`src/sv/ivs_pkg.sv`:
```
`timescale 1ns / 1ps
// shared types and constants for the indexed vector store
// used by the controller, the datapath and the top level; depends on nothing

package ivs_pkg;

    localparam int CAPACITY = 64;
    localparam int ADDR_W   = $clog2(CAPACITY);
    localparam int CNT_W    = $clog2(CAPACITY + 1);
    localparam int POS_W    = 7;
    localparam int CMP_W    = (CNT_W > POS_W) ? CNT_W : POS_W;
    localparam int DATA_W   = 32;

    localparam logic [2:0] OP_READ   = 3'd0;
    localparam logic [2:0] OP_WRITE  = 3'd1;
    localparam logic [2:0] OP_INSERT = 3'd2;
    localparam logic [2:0] OP_REMOVE = 3'd3;
    localparam logic [2:0] OP_APPEND = 3'd4;

    localparam logic [1:0] ST_OK    = 2'd0;
    localparam logic [1:0] ST_RANGE = 2'd1;
    localparam logic [1:0] ST_FULL  = 2'd2;

    localparam logic signed [DATA_W-1:0] DATA_NONE = -32'sd1;

    typedef struct packed {
        logic [2:0]               func;
        logic [POS_W-1:0]         position;
        logic signed [DATA_W-1:0] value;
    } req_t;

    typedef struct packed {
        logic signed [DATA_W-1:0] data;
        logic [1:0]               status;
        logic [6:0]               count;
        logic                     is_empty;
    } rsp_t;

    typedef enum logic [2:0] {
        A_POS,
        A_CNT,
        A_PTR,
        A_PTR_DN,
        A_PTR_UP
    } addr_sel_t;

    typedef enum logic {
        W_VAL,
        W_RAM
    } wdat_sel_t;

    typedef enum logic [1:0] {
        D_NONE,
        D_RAM,
        D_HELD
    } dsel_t;

    typedef struct packed {
        logic       load;
        logic       rd_en;
        addr_sel_t  rd_sel;
        logic       wr_en;
        addr_sel_t  wr_sel;
        wdat_sel_t  wd_sel;
        logic       ptr_load;
        logic       ptr_from_cnt;
        logic       ptr_dec;
        logic       ptr_inc;
        logic       cnt_inc;
        logic       cnt_dec;
        logic       hold_data;
        logic       emit;
        logic [1:0] emit_status;
        dsel_t      emit_dsel;
    } cmd_t;

    typedef struct packed {
        logic [2:0] func;
        logic       idx_ok;
        logic       ins_ok;
        logic       full;
        logic       ptr_gt_pos;
        logic       ptr_next_lt_cnt;
        logic       out_free;
    } stat_t;

endpackage

```
`src/sv/ivs_ram.sv`:
```
`timescale 1ns / 1ps
// generic simple dual-port ram: one write port, one read port, registered read
// no dependencies

module ivs_ram #(
    parameter int WIDTH = 32,
    parameter int DEPTH = 64
) (
    input  logic                     clk,
    input  logic                     wr_en,
    input  logic [$clog2(DEPTH)-1:0] wr_addr,
    input  logic [WIDTH-1:0]         wr_data,
    input  logic                     rd_en,
    input  logic [$clog2(DEPTH)-1:0] rd_addr,
    output logic [WIDTH-1:0]         rd_data
);

    logic [WIDTH-1:0] mem [DEPTH];

    always_ff @(posedge clk)
    begin
        if (wr_en)
        begin
            mem[wr_addr] <= wr_data;
        end
    end

    always_ff @(posedge clk)
    begin
        if (rd_en)
        begin
            rd_data <= mem[rd_addr];
        end
    end

endmodule

```
`src/sv/ivs_ctrl.sv`:
```
`timescale 1ns / 1ps
// sequencer for the indexed vector store: decodes each transaction and steps
// the datapath through reads, writes and element shifts; uses ivs_pkg

module ivs_ctrl (
    input  logic          clk,
    input  logic          rst_n,
    input  logic          req_valid,
    output logic          req_stall,
    input  ivs_pkg::stat_t stat,
    output ivs_pkg::cmd_t  cmd
);

    typedef enum logic [9:0] {
        S_IDLE    = 10'b00_0000_0001,
        S_EXEC    = 10'b00_0000_0010,
        S_READ    = 10'b00_0000_0100,
        S_DONE    = 10'b00_0000_1000,
        S_INS_RD  = 10'b00_0001_0000,
        S_INS_WR  = 10'b00_0010_0000,
        S_REM_CAP = 10'b00_0100_0000,
        S_REM_RD  = 10'b00_1000_0000,
        S_REM_WR  = 10'b01_0000_0000,
        S_REM_OUT = 10'b10_0000_0000
    } state_t;

    state_t state_reg;
    state_t state_next;

    assign req_stall = (state_reg != S_IDLE);

    always_comb
    begin
        state_next = state_reg;
        cmd        = '0;
        case (state_reg)
            S_IDLE:
            begin
                if (req_valid)
                begin
                    cmd.load   = 1'b1;
                    state_next = S_EXEC;
                end
            end
            S_EXEC:
            begin
                case (stat.func)
                    ivs_pkg::OP_READ:
                    begin
                        if (stat.idx_ok)
                        begin
                            cmd.rd_en  = 1'b1;
                            cmd.rd_sel = ivs_pkg::A_POS;
                            state_next = S_READ;
                        end
                        else if (stat.out_free)
                        begin
                            cmd.emit        = 1'b1;
                            cmd.emit_status = ivs_pkg::ST_RANGE;
                            state_next      = S_IDLE;
                        end
                    end
                    ivs_pkg::OP_WRITE:
                    begin
                        if (stat.idx_ok)
                        begin
                            cmd.wr_en  = 1'b1;
                            cmd.wr_sel = ivs_pkg::A_POS;
                            cmd.wd_sel = ivs_pkg::W_VAL;
                            state_next = S_DONE;
                        end
                        else if (stat.out_free)
                        begin
                            cmd.emit        = 1'b1;
                            cmd.emit_status = ivs_pkg::ST_RANGE;
                            state_next      = S_IDLE;
                        end
                    end
                    ivs_pkg::OP_INSERT:
                    begin
                        if (!stat.ins_ok || stat.full)
                        begin
                            if (stat.out_free)
                            begin
                                cmd.emit        = 1'b1;
                                cmd.emit_status = stat.ins_ok ? ivs_pkg::ST_FULL
                                                              : ivs_pkg::ST_RANGE;
                                state_next      = S_IDLE;
                            end
                        end
                        else
                        begin
                            cmd.ptr_load     = 1'b1;
                            cmd.ptr_from_cnt = 1'b1;
                            state_next       = S_INS_RD;
                        end
                    end
                    ivs_pkg::OP_REMOVE:
                    begin
                        if (stat.idx_ok)
                        begin
                            cmd.rd_en    = 1'b1;
                            cmd.rd_sel   = ivs_pkg::A_POS;
                            cmd.ptr_load = 1'b1;
                            state_next   = S_REM_CAP;
                        end
                        else if (stat.out_free)
                        begin
                            cmd.emit        = 1'b1;
                            cmd.emit_status = ivs_pkg::ST_RANGE;
                            state_next      = S_IDLE;
                        end
                    end
                    ivs_pkg::OP_APPEND:
                    begin
                        if (!stat.full)
                        begin
                            cmd.wr_en   = 1'b1;
                            cmd.wr_sel  = ivs_pkg::A_CNT;
                            cmd.wd_sel  = ivs_pkg::W_VAL;
                            cmd.cnt_inc = 1'b1;
                            state_next  = S_DONE;
                        end
                        else if (stat.out_free)
                        begin
                            cmd.emit        = 1'b1;
                            cmd.emit_status = ivs_pkg::ST_FULL;
                            state_next      = S_IDLE;
                        end
                    end
                    default:
                    begin
                        // unused function codes leave the store alone
                        if (stat.out_free)
                        begin
                            cmd.emit        = 1'b1;
                            cmd.emit_status = ivs_pkg::ST_OK;
                            state_next      = S_IDLE;
                        end
                    end
                endcase
            end
            S_READ:
            begin
                if (stat.out_free)
                begin
                    cmd.emit        = 1'b1;
                    cmd.emit_status = ivs_pkg::ST_OK;
                    cmd.emit_dsel   = ivs_pkg::D_RAM;
                    state_next      = S_IDLE;
                end
            end
            S_DONE:
            begin
                if (stat.out_free)
                begin
                    cmd.emit        = 1'b1;
                    cmd.emit_status = ivs_pkg::ST_OK;
                    state_next      = S_IDLE;
                end
            end
            S_INS_RD:
            begin
                // walk down from the top, then drop the new value into the gap
                if (stat.ptr_gt_pos)
                begin
                    cmd.rd_en  = 1'b1;
                    cmd.rd_sel = ivs_pkg::A_PTR_DN;
                    state_next = S_INS_WR;
                end
                else
                begin
                    cmd.wr_en   = 1'b1;
                    cmd.wr_sel  = ivs_pkg::A_POS;
                    cmd.wd_sel  = ivs_pkg::W_VAL;
                    cmd.cnt_inc = 1'b1;
                    state_next  = S_DONE;
                end
            end
            S_INS_WR:
            begin
                cmd.wr_en   = 1'b1;
                cmd.wr_sel  = ivs_pkg::A_PTR;
                cmd.wd_sel  = ivs_pkg::W_RAM;
                cmd.ptr_dec = 1'b1;
                state_next  = S_INS_RD;
            end
            S_REM_CAP:
            begin
                cmd.hold_data = 1'b1;
                state_next    = S_REM_RD;
            end
            S_REM_RD:
            begin
                if (stat.ptr_next_lt_cnt)
                begin
                    cmd.rd_en  = 1'b1;
                    cmd.rd_sel = ivs_pkg::A_PTR_UP;
                    state_next = S_REM_WR;
                end
                else
                begin
                    cmd.cnt_dec = 1'b1;
                    state_next  = S_REM_OUT;
                end
            end
            S_REM_WR:
            begin
                cmd.wr_en   = 1'b1;
                cmd.wr_sel  = ivs_pkg::A_PTR;
                cmd.wd_sel  = ivs_pkg::W_RAM;
                cmd.ptr_inc = 1'b1;
                state_next  = S_REM_RD;
            end
            S_REM_OUT:
            begin
                if (stat.out_free)
                begin
                    cmd.emit        = 1'b1;
                    cmd.emit_status = ivs_pkg::ST_OK;
                    cmd.emit_dsel   = ivs_pkg::D_HELD;
                    state_next      = S_IDLE;
                end
            end
            default:
            begin
                state_next = S_IDLE;
            end
        endcase
    end

    always_ff @(posedge clk or negedge rst_n)
    begin
        if (!rst_n)
        begin
            state_reg <= S_IDLE;
        end
        else
        begin
            state_reg <= state_next;
        end
    end

    a_accept_to_exec: assert property (@(posedge clk) disable iff (!rst_n)
        (req_valid && !req_stall) |=> (state_reg == S_EXEC))
        else $error("accepted transaction did not enter decode");

    a_ins_shift_pairs: assert property (@(posedge clk) disable iff (!rst_n)
        (state_reg == S_INS_WR) |-> ($past(state_reg) == S_INS_RD))
        else $error("insert shift write without a preceding read");

    a_emit_ends_item: assert property (@(posedge clk) disable iff (!rst_n)
        cmd.emit |=> (state_reg == S_IDLE))
        else $error("result issued but sequencer did not return to idle");

endmodule

```
`src/sv/ivs_dpath.sv`:
```
`timescale 1ns / 1ps
// datapath for the indexed vector store: element ram, count, shift pointer
// and the result register; uses ivs_pkg and ivs_ram

module ivs_dpath (
    input  logic           clk,
    input  logic           rst_n,
    input  ivs_pkg::req_t  req,
    input  ivs_pkg::cmd_t  cmd,
    output ivs_pkg::stat_t stat,
    output ivs_pkg::rsp_t  rsp,
    output logic           rsp_valid,
    input  logic           rsp_stall
);

    logic [2:0]                       op_reg;
    logic [ivs_pkg::POS_W-1:0]        pos_reg;
    logic signed [ivs_pkg::DATA_W-1:0] val_reg;
    logic signed [ivs_pkg::DATA_W-1:0] data_reg;
    logic [ivs_pkg::CNT_W-1:0]        cnt_reg;
    logic [ivs_pkg::CNT_W-1:0]        cnt_next;
    logic [ivs_pkg::ADDR_W-1:0]       ptr_reg;
    logic [ivs_pkg::ADDR_W-1:0]       ptr_next;
    ivs_pkg::rsp_t                    rsp_reg;
    ivs_pkg::rsp_t                    rsp_next;
    logic                             rsp_valid_reg;
    logic                             rsp_valid_next;

    logic [ivs_pkg::CMP_W-1:0]        pos_ext;
    logic [ivs_pkg::CMP_W-1:0]        cnt_ext;
    logic [ivs_pkg::CMP_W-1:0]        ptr_ext;
    logic [ivs_pkg::ADDR_W-1:0]       pos_addr;
    logic [ivs_pkg::ADDR_W-1:0]       cnt_addr;
    logic [ivs_pkg::ADDR_W-1:0]       ptr_dn;
    logic [ivs_pkg::ADDR_W-1:0]       ptr_up;
    logic [ivs_pkg::ADDR_W-1:0]       rd_addr;
    logic [ivs_pkg::ADDR_W-1:0]       wr_addr;
    logic [ivs_pkg::DATA_W-1:0]       wr_data;
    logic [ivs_pkg::DATA_W-1:0]       rd_data;
    logic                             out_free;

    assign pos_ext  = ivs_pkg::CMP_W'(pos_reg);
    assign cnt_ext  = ivs_pkg::CMP_W'(cnt_reg);
    assign ptr_ext  = ivs_pkg::CMP_W'(ptr_reg);
    assign pos_addr = ivs_pkg::ADDR_W'(pos_ext);
    assign cnt_addr = ivs_pkg::ADDR_W'(cnt_reg);
    assign ptr_dn   = ptr_reg - ivs_pkg::ADDR_W'(1);
    assign ptr_up   = ptr_reg + ivs_pkg::ADDR_W'(1);
    assign out_free = !rsp_valid_reg || !rsp_stall;

    always_comb
    begin
        stat.func            = op_reg;
        stat.idx_ok          = (pos_ext < cnt_ext);
        stat.ins_ok          = (pos_ext <= cnt_ext);
        stat.full            = (cnt_reg == ivs_pkg::CNT_W'(ivs_pkg::CAPACITY));
        stat.ptr_gt_pos      = (ptr_ext > pos_ext);
        stat.ptr_next_lt_cnt = ((ptr_ext + ivs_pkg::CMP_W'(1)) < cnt_ext);
        stat.out_free        = out_free;
    end

    always_comb
    begin
        case (cmd.rd_sel)
            ivs_pkg::A_POS:    rd_addr = pos_addr;
            ivs_pkg::A_CNT:    rd_addr = cnt_addr;
            ivs_pkg::A_PTR:    rd_addr = ptr_reg;
            ivs_pkg::A_PTR_DN: rd_addr = ptr_dn;
            ivs_pkg::A_PTR_UP: rd_addr = ptr_up;
            default:           rd_addr = pos_addr;
        endcase
        case (cmd.wr_sel)
            ivs_pkg::A_POS:    wr_addr = pos_addr;
            ivs_pkg::A_CNT:    wr_addr = cnt_addr;
            ivs_pkg::A_PTR:    wr_addr = ptr_reg;
            ivs_pkg::A_PTR_DN: wr_addr = ptr_dn;
            ivs_pkg::A_PTR_UP: wr_addr = ptr_up;
            default:           wr_addr = pos_addr;
        endcase
        wr_data = (cmd.wd_sel == ivs_pkg::W_RAM) ? rd_data : val_reg;
    end

    ivs_ram #(
        .WIDTH (ivs_pkg::DATA_W),
        .DEPTH (ivs_pkg::CAPACITY)
    ) u_ram (
        .clk     (clk),
        .wr_en   (cmd.wr_en),
        .wr_addr (wr_addr),
        .wr_data (wr_data),
        .rd_en   (cmd.rd_en),
        .rd_addr (rd_addr),
        .rd_data (rd_data)
    );

    always_comb
    begin
        cnt_next = cnt_reg;
        if (cmd.cnt_inc)
        begin
            cnt_next = cnt_reg + ivs_pkg::CNT_W'(1);
        end
        else if (cmd.cnt_dec)
        begin
            cnt_next = cnt_reg - ivs_pkg::CNT_W'(1);
        end

        ptr_next = ptr_reg;
        if (cmd.ptr_load)
        begin
            ptr_next = cmd.ptr_from_cnt ? cnt_addr : pos_addr;
        end
        else if (cmd.ptr_dec)
        begin
            ptr_next = ptr_dn;
        end
        else if (cmd.ptr_inc)
        begin
            ptr_next = ptr_up;
        end

        // count in the result is the value after this transaction
        rsp_next          = rsp_reg;
        rsp_next.status   = cmd.emit_status;
        rsp_next.count    = 7'(cnt_reg);
        rsp_next.is_empty = (cnt_reg == '0);
        case (cmd.emit_dsel)
            ivs_pkg::D_RAM:  rsp_next.data = rd_data;
            ivs_pkg::D_HELD: rsp_next.data = data_reg;
            default:         rsp_next.data = ivs_pkg::DATA_NONE;
        endcase
        if (!cmd.emit)
        begin
            rsp_next = rsp_reg;
        end

        rsp_valid_next = rsp_valid_reg;
        if (cmd.emit)
        begin
            rsp_valid_next = 1'b1;
        end
        else if (!rsp_stall)
        begin
            rsp_valid_next = 1'b0;
        end
    end

    always_ff @(posedge clk or negedge rst_n)
    begin
        if (!rst_n)
        begin
            cnt_reg       <= '0;
            rsp_valid_reg <= 1'b0;
        end
        else
        begin
            cnt_reg       <= cnt_next;
            rsp_valid_reg <= rsp_valid_next;
        end
    end

    always_ff @(posedge clk)
    begin
        ptr_reg <= ptr_next;
        rsp_reg <= rsp_next;
        if (cmd.load)
        begin
            op_reg  <= req.func;
            pos_reg <= req.position;
            val_reg <= req.value;
        end
        if (cmd.hold_data)
        begin
            data_reg <= rd_data;
        end
    end

    assign rsp       = rsp_reg;
    assign rsp_valid = rsp_valid_reg;

    a_no_rw_overlap: assert property (@(posedge clk) disable iff (!rst_n)
        !(cmd.rd_en && cmd.wr_en))
        else $error("ram read and write issued in the same cycle");

    a_cnt_bound: assert property (@(posedge clk) disable iff (!rst_n)
        cnt_ext <= ivs_pkg::CMP_W'(ivs_pkg::CAPACITY))
        else $error("element count above capacity");

    a_emit_when_free: assert property (@(posedge clk) disable iff (!rst_n)
        cmd.emit |-> out_free)
        else $error("result overwrote a pending transaction");

    a_cnt_step: assert property (@(posedge clk) disable iff (!rst_n)
        (cmd.cnt_inc || cmd.cnt_dec) |=> (cnt_reg != $past(cnt_reg)))
        else $error("count update lost");

endmodule

```
`src/sv/indexed_vector_store.sv`:
```
`timescale 1ns / 1ps
// Indexed vector store: an ordered list of up to CAPACITY signed 32-bit values
// held in a single-port-per-direction ram, with read, overwrite, insert,
// remove and append; each request transaction gives exactly one response
// transaction carrying data, status, count and an empty flag. One request is
// handled at a time. Shifts move one element at a time, a read followed by a
// write, through the ram's read and write ports. A stalled response holds
// the block. No clearing pass is needed after reset.
// depends on ivs_pkg, ivs_ctrl, ivs_dpath and ivs_ram

module indexed_vector_store (
    input  logic          clk,
    input  logic          rst_n,
    input  ivs_pkg::req_t req,
    input  logic          req_valid,
    output logic          req_stall,
    output ivs_pkg::rsp_t rsp,
    output logic          rsp_valid,
    input  logic          rsp_stall
);

    ivs_pkg::cmd_t  cmd;
    ivs_pkg::stat_t stat;

    ivs_ctrl u_ctrl (
        .clk       (clk),
        .rst_n     (rst_n),
        .req_valid (req_valid),
        .req_stall (req_stall),
        .stat      (stat),
        .cmd       (cmd)
    );

    ivs_dpath u_dpath (
        .clk       (clk),
        .rst_n     (rst_n),
        .req       (req),
        .cmd       (cmd),
        .stat      (stat),
        .rsp       (rsp),
        .rsp_valid (rsp_valid),
        .rsp_stall (rsp_stall)
    );

endmodule

```
`config.mk`:
```
export PLATFORM = sky130hd
export DESIGN_NAME = indexed_vector_store
export DESIGN_NICKNAME = d
export VERILOG_FILES = /design/src/sv/ivs_pkg.sv /design/src/sv/ivs_ram.sv /design/src/sv/ivs_ctrl.sv /design/src/sv/ivs_dpath.sv /design/src/sv/indexed_vector_store.sv
export SDC_FILE = /design/constraint.sdc
export NUM_CORES = 2
export LEC_CHECK = 0
export ABC_AREA = 1
export BUFFER_PORTS_ARGS = -buffer_cell sky130_fd_sc_hd__buf_4
export CAP_MARGIN = 20
export CORE_ASPECT_RATIO = 1.4
export CORE_MARGIN = 3
export CORE_UTILIZATION = 38
export DETAILED_ROUTE_END_ITERATION = 7
export SLEW_MARGIN = 0
export SYNTH_ARGS = -nofsm -noshare
export SYNTH_HDL_FRONTEND = slang
export SYNTH_SLANG_ARGS = --single-unit
```
`constraint.sdc`:
```
create_clock -name clk -period 6.5 [get_ports clk]
set_input_delay 0.325 -clock clk [delete_from_list [all_inputs] [get_ports clk]]
set_output_delay 0.325 -clock clk [all_outputs]
set_load 0.02 [all_outputs]
```
==> out/summary.json <==
{
  "status": {"value": "finished, violations left"},
  "failed_checks": {"value": "DRC"},
  "routed_via_density": {"value": 5.59},
  "first_pass_iters": {"value": 8},
  "fillCellCount": {"value": 22893},
  "largest_register_ffs": {"value": 2048},
  "multi_input_area": {"value": 24600, "unit": "µm²"},
  "end_kind": {"value": "register"},
  "initial_utilization": {"value": 38.3, "unit": "%"},
  "synth.net_count": {"value": 8609},
  "detailroute.wirelength.met2": {"value": 146000, "unit": "µm"},
  "r2r_start": {"value": "u_dpath.ptr_reg[2]"},
  "clkLatencyLatePin": {"value": 0.87, "unit": "ns"},
  "path_max_fanout": {"value": 49},
  "sequentialPowerShare": {"value": 45.5, "unit": "%"},
  "num_vias": {"value": 67251},
  "uppermost_signal_routing_layer_after_detailed_routing": {"value": "met5"},
  "core-area": {"value": 250000, "unit": "µm²"},
  "finalHoldViolCount": {"value": 0},
  "wire_length_of_the_first_global_routing_pass": {"value": 445000, "unit": "µm"},
  "setup_viol": {"value": 0},
  "aggregate_negative_setup_slack": {"value": 0, "unit": "ns"},
  "synth_enable_flop_cells": {"value": 2202},
  "first_global_vias": {"value": 64793},
  "worstSetupStartpoint": {"value": "u_dpath.ptr_reg[2]"},
  "reg2reg_depth": {"value": 27},
  "layout-drive-gt1-share": {"value": 9.56, "unit": "%"},
  "cts_root_buf": {"value": "clkbuf_16"},
  "fin_worst_hold_slack": {"value": 0.184, "unit": "ns"},
  "clock_power_share": {"value": 34.1, "unit": "%"},
  "post_layout_nonfiller_instances": {"value": 12033},
  "top_level_ports": {"value": 90},
  "routabilityCongestion": {"value": 0.915},
  "hp-class": {"value": "in2reg"},
  "power_switching_share": {"value": 30.4, "unit": "%"},
  "gr-total-overflow": {"value": 0},
  "clk_pin_slew_worst_paths": {"value": 0.07, "unit": "ns"},
  "fin_worst_skew": {"value": 0.0550, "unit": "ns"},
  "critPathLaunchType": {"value": "register"},
  "ys_warn_count": {"value": 0},
  "critical_path_arrival": {"value": 6.82, "unit": "ns"},
  "die_w": {"value": 430, "unit": "µm"},
  "critical_path_required_time": {"value": 7.06, "unit": "ns"},
  "detail_route.wirelength": {"value": 307000, "unit": "µm"},
  "power_switching": {"value": 11.1, "unit": "mW"},
  "yosys_register_bits": {"value": 2220},
  "internal_power": {"value": 25.5, "unit": "mW"},
  "asyncSetResetFlopFracSynth": {"value": 0.811, "unit": "%"},
  "share_comb_of_total_power": {"value": 20.4, "unit": "%"},
  "most-common-layout-cells": {"value": "nand3_1, edfxtp_1, nand2_1"},
  "slew_headroom": {"value": 24.0, "unit": "%"},
  "most_common_cell_after_layout_fill_and_taps_aside": {"value": "nand3_1"},
  "numCtsBuffers": {"value": 207},
  "hpwl": {"value": 175000, "unit": "µm"},
  "h-tree-depth": {"value": 4},
  "fin_crit": {"value": 6.26, "unit": "ns"},
  "postRouteAntennaNets": {"value": 0},
  "timing.final.crit_share": {"value": 96.4, "unit": "%"},
  "sequential_cell_area": {"value": 66600, "unit": "µm²"},
  "postSynthAreaPerCell": {"value": 11.2, "unit": "µm²"},
  "grt_setup_unrepaired": {"value": "no"},
  "p_leak": {"value": 41.0, "unit": "nW"},
  "floorplan.die_area": {"value": 258000, "unit": "µm²"},
  "num-nets-final": {"value": 8659},
  "wl_cell": {"value": 25.5, "unit": "µm"},
  "synthCells": {"value": 8532},
  "fp-row-count": {"value": 217},
  "maximum_number_of_pins_on_one_net_before_global_route_repair": {"value": 156},
  "rr_endpoint": {"value": "u_dpath.u_ram.rd_data[26]"},
  "wl_met3": {"value": 25500, "unit": "µm"},
  "clock_sinks": {"value": 2220},
  "max-cap-violations": {"value": 0},
  "io_port_bufs": {"value": 89},
  "netlist_area": {"value": 95800, "unit": "µm²"},
  "cts.repair_timing.setup_buffer_count": {"value": 0},
  "chipHeight": {"value": 600, "unit": "µm"},
  "tritoncts": {"value": "built"},
  "regToRegSetupSlack": {"value": 0.24, "unit": "ns"},
  "grt_use_total": {"value": 23.2, "unit": "%"},
  "max_slew.worst_pin.slew": {"value": 1.14, "unit": "ns"},
  "power.density_cell_area": {"value": 337, "unit": "nW/µm²"},
  "ir_drop": {"value": 0.221, "unit": "mV"},
  "fmaxAchievable": {"value": 160, "unit": "MHz"},
  "criticalPathCategory": {"value": "reg2reg"},
  "cell_total_after_placement": {"value": 11610},
  "maximum_clock_path_buffer_count": {"value": 4},
  "detail_route.wirelength.met1": {"value": 114000, "unit": "µm"},
  "crit_end": {"value": "u_dpath.u_ram.rd_data[26]"},
  "layout_area_growth_over_synthesis": {"value": 13.5, "unit": "%"},
  "timing.final.max_slew_violations": {"value": 0},
  "synth_cell_type_count": {"value": 41},
  "drtIter0Drc": {"value": 7873},
  "grt_antenna_before_repair": {"value": 6},
  "synth-main-ff-cell": {"value": "edfxtp_1"},
  "yosysSeqAreaShare": {"value": 69.5, "unit": "%"},
  "drt_drc_violations_left": {"value": 4}
}
==> critical path, cell delays in order, from the launching register on <==
cell	delay (ns)
edfxtp_1	0.54
nand3_1	0.16
nor2_1	0.13
nand2_1	0.07
xor2_1	0.25
ha_1	0.28
nand2_1	0.08
inv_1	0.05
nand4_1	0.09
o211ai_1	0.14
or2_2	0.36
ha_1	0.45
nor2_2	0.27
nand2_8	0.30
nand2_8	0.38
buf_12	0.26
buf_12	0.27
buf_12	0.27
buf_4	0.18
nand2_1	0.05
nand3_1	0.06
nand2_1	0.05
nand2_1	0.05
nand2_1	0.08
nand2_1	0.08
nand3_1	0.24
nand3_1	0.42
nand2_1	0.18
==> kinds of logic after synthesis <==
family	Yosys count	share of synthesized area [%]
XOR/XNOR	9	0.0823
flip-flops	2220	69.5
AND/OR/NAND/NOR	4886	23.8
adder cells (fa/ha/maj)	31	0.413
AO/OA/AOI/OAI	86	0.650
buffers and inverters	1300	5.55
==> cells in the mapped netlist, types with 6 or more instances <==
master | n | area, µm²
nand3_1 | 2378 | 11900
edfxtp_1 | 2202 | 66100
nand2_1 | 2000 | 7510
inv_1 | 713 | 2680
nand3b_1 | 320 | 2400
buf_2 | 313 | 1570
clkbuf_1 | 188 | 706
nor2_1 | 112 | 420
buf_1 | 59 | 221
a221o_1 | 32 | 320
ha_1 | 30 | 375
a21oi_1 | 21 | 105
o21ai_0 | 18 | 90.1
dfrtp_1 | 17 | 425
inv_2 | 14 | 52.6
nand4_1 | 13 | 81.3
buf_4 | 12 | 90.1
nand2_2 | 12 | 75.1
nor3_1 | 10 | 50.1
nand3_2 | 8 | 80.1
nor2_2 | 8 | 50.1
o211ai_1 | 8 | 60.1
xor2_1 | 7 | 61.3
nand2_4 | 6 | 67.6
nand4_2 | 6 | 75.1
nor2_4 | 6 | 67.6
==> power groups by stage <==
stage | logic [mW] | clock network (mW) | registers [mW]
after CTS | 7.40 | 12.6 | 16.6
after global routing | 8.00 | 13.2 | 16.7
after detailed placement | 7.36 | 0 | 16.9
after floorplan | 4.17 | 0 | 17.0
final | 7.48 | 12.5 | 16.7
after global placement | 7.28 | 0 | 17.0
==> worst min-delay path by stage <==
stage	from	end	cells past startpoint
after global placement	rst_n	u_dpath.rsp_valid	1
after detailed placement	rst_n	u_dpath.rsp_valid	1
after global routing	req[36]	u_dpath.pos_ext[4]	2
after CTS	req[26]	u_dpath.val_reg[26]	2
after floorplan	rst_n	u_ctrl.state_reg[1]	0
final	req[36]	u_dpath.pos_ext[4]	2
==> repair_timing <==
item / CTS / global route
hold endpoints to repair: 73 / 0
endpoints found under the setup margin: 0 / 2
hold buffers: 47 / 0
resized for setup: 0 / 4
==> metal layers <==
layer	up-vias	GRT usage, %
li1	29851	-
met1	33392	28.7
met2	3337	38.5
met3	669	3.41
met4	2	14.0
met5	-	0
==> cell type report <==
class                   instances  area share, %
flip-flops and latches       2220           61.2
multi-input cells            5012           22.6
clock buffers                 243           4.96
repair buffers                413           3.61
inverters                     728           2.52
clock inverters               130           1.30
diodes                          2        0.00460
well taps                    3285           3.78
==> per-stage QoR <==
stage / area (µm²) / util (%) / power, mW / setup WS [ns]
after CTS: 109000 / 43.4 / 36.7 / 0.148
after global routing: 109000 / 43.5 / 37.8 / 0.0517
after detailed placement: 101000 / 40.5 / 24.3 / 0.179
after floorplan: 95800 / - / 21.1 / 2.69
after global placement: 101000 / 40.4 / 24.2 / 0.221
final: 109000 / 43.5 / 36.6 / 0.236
(Power assumes the default switching activity.)
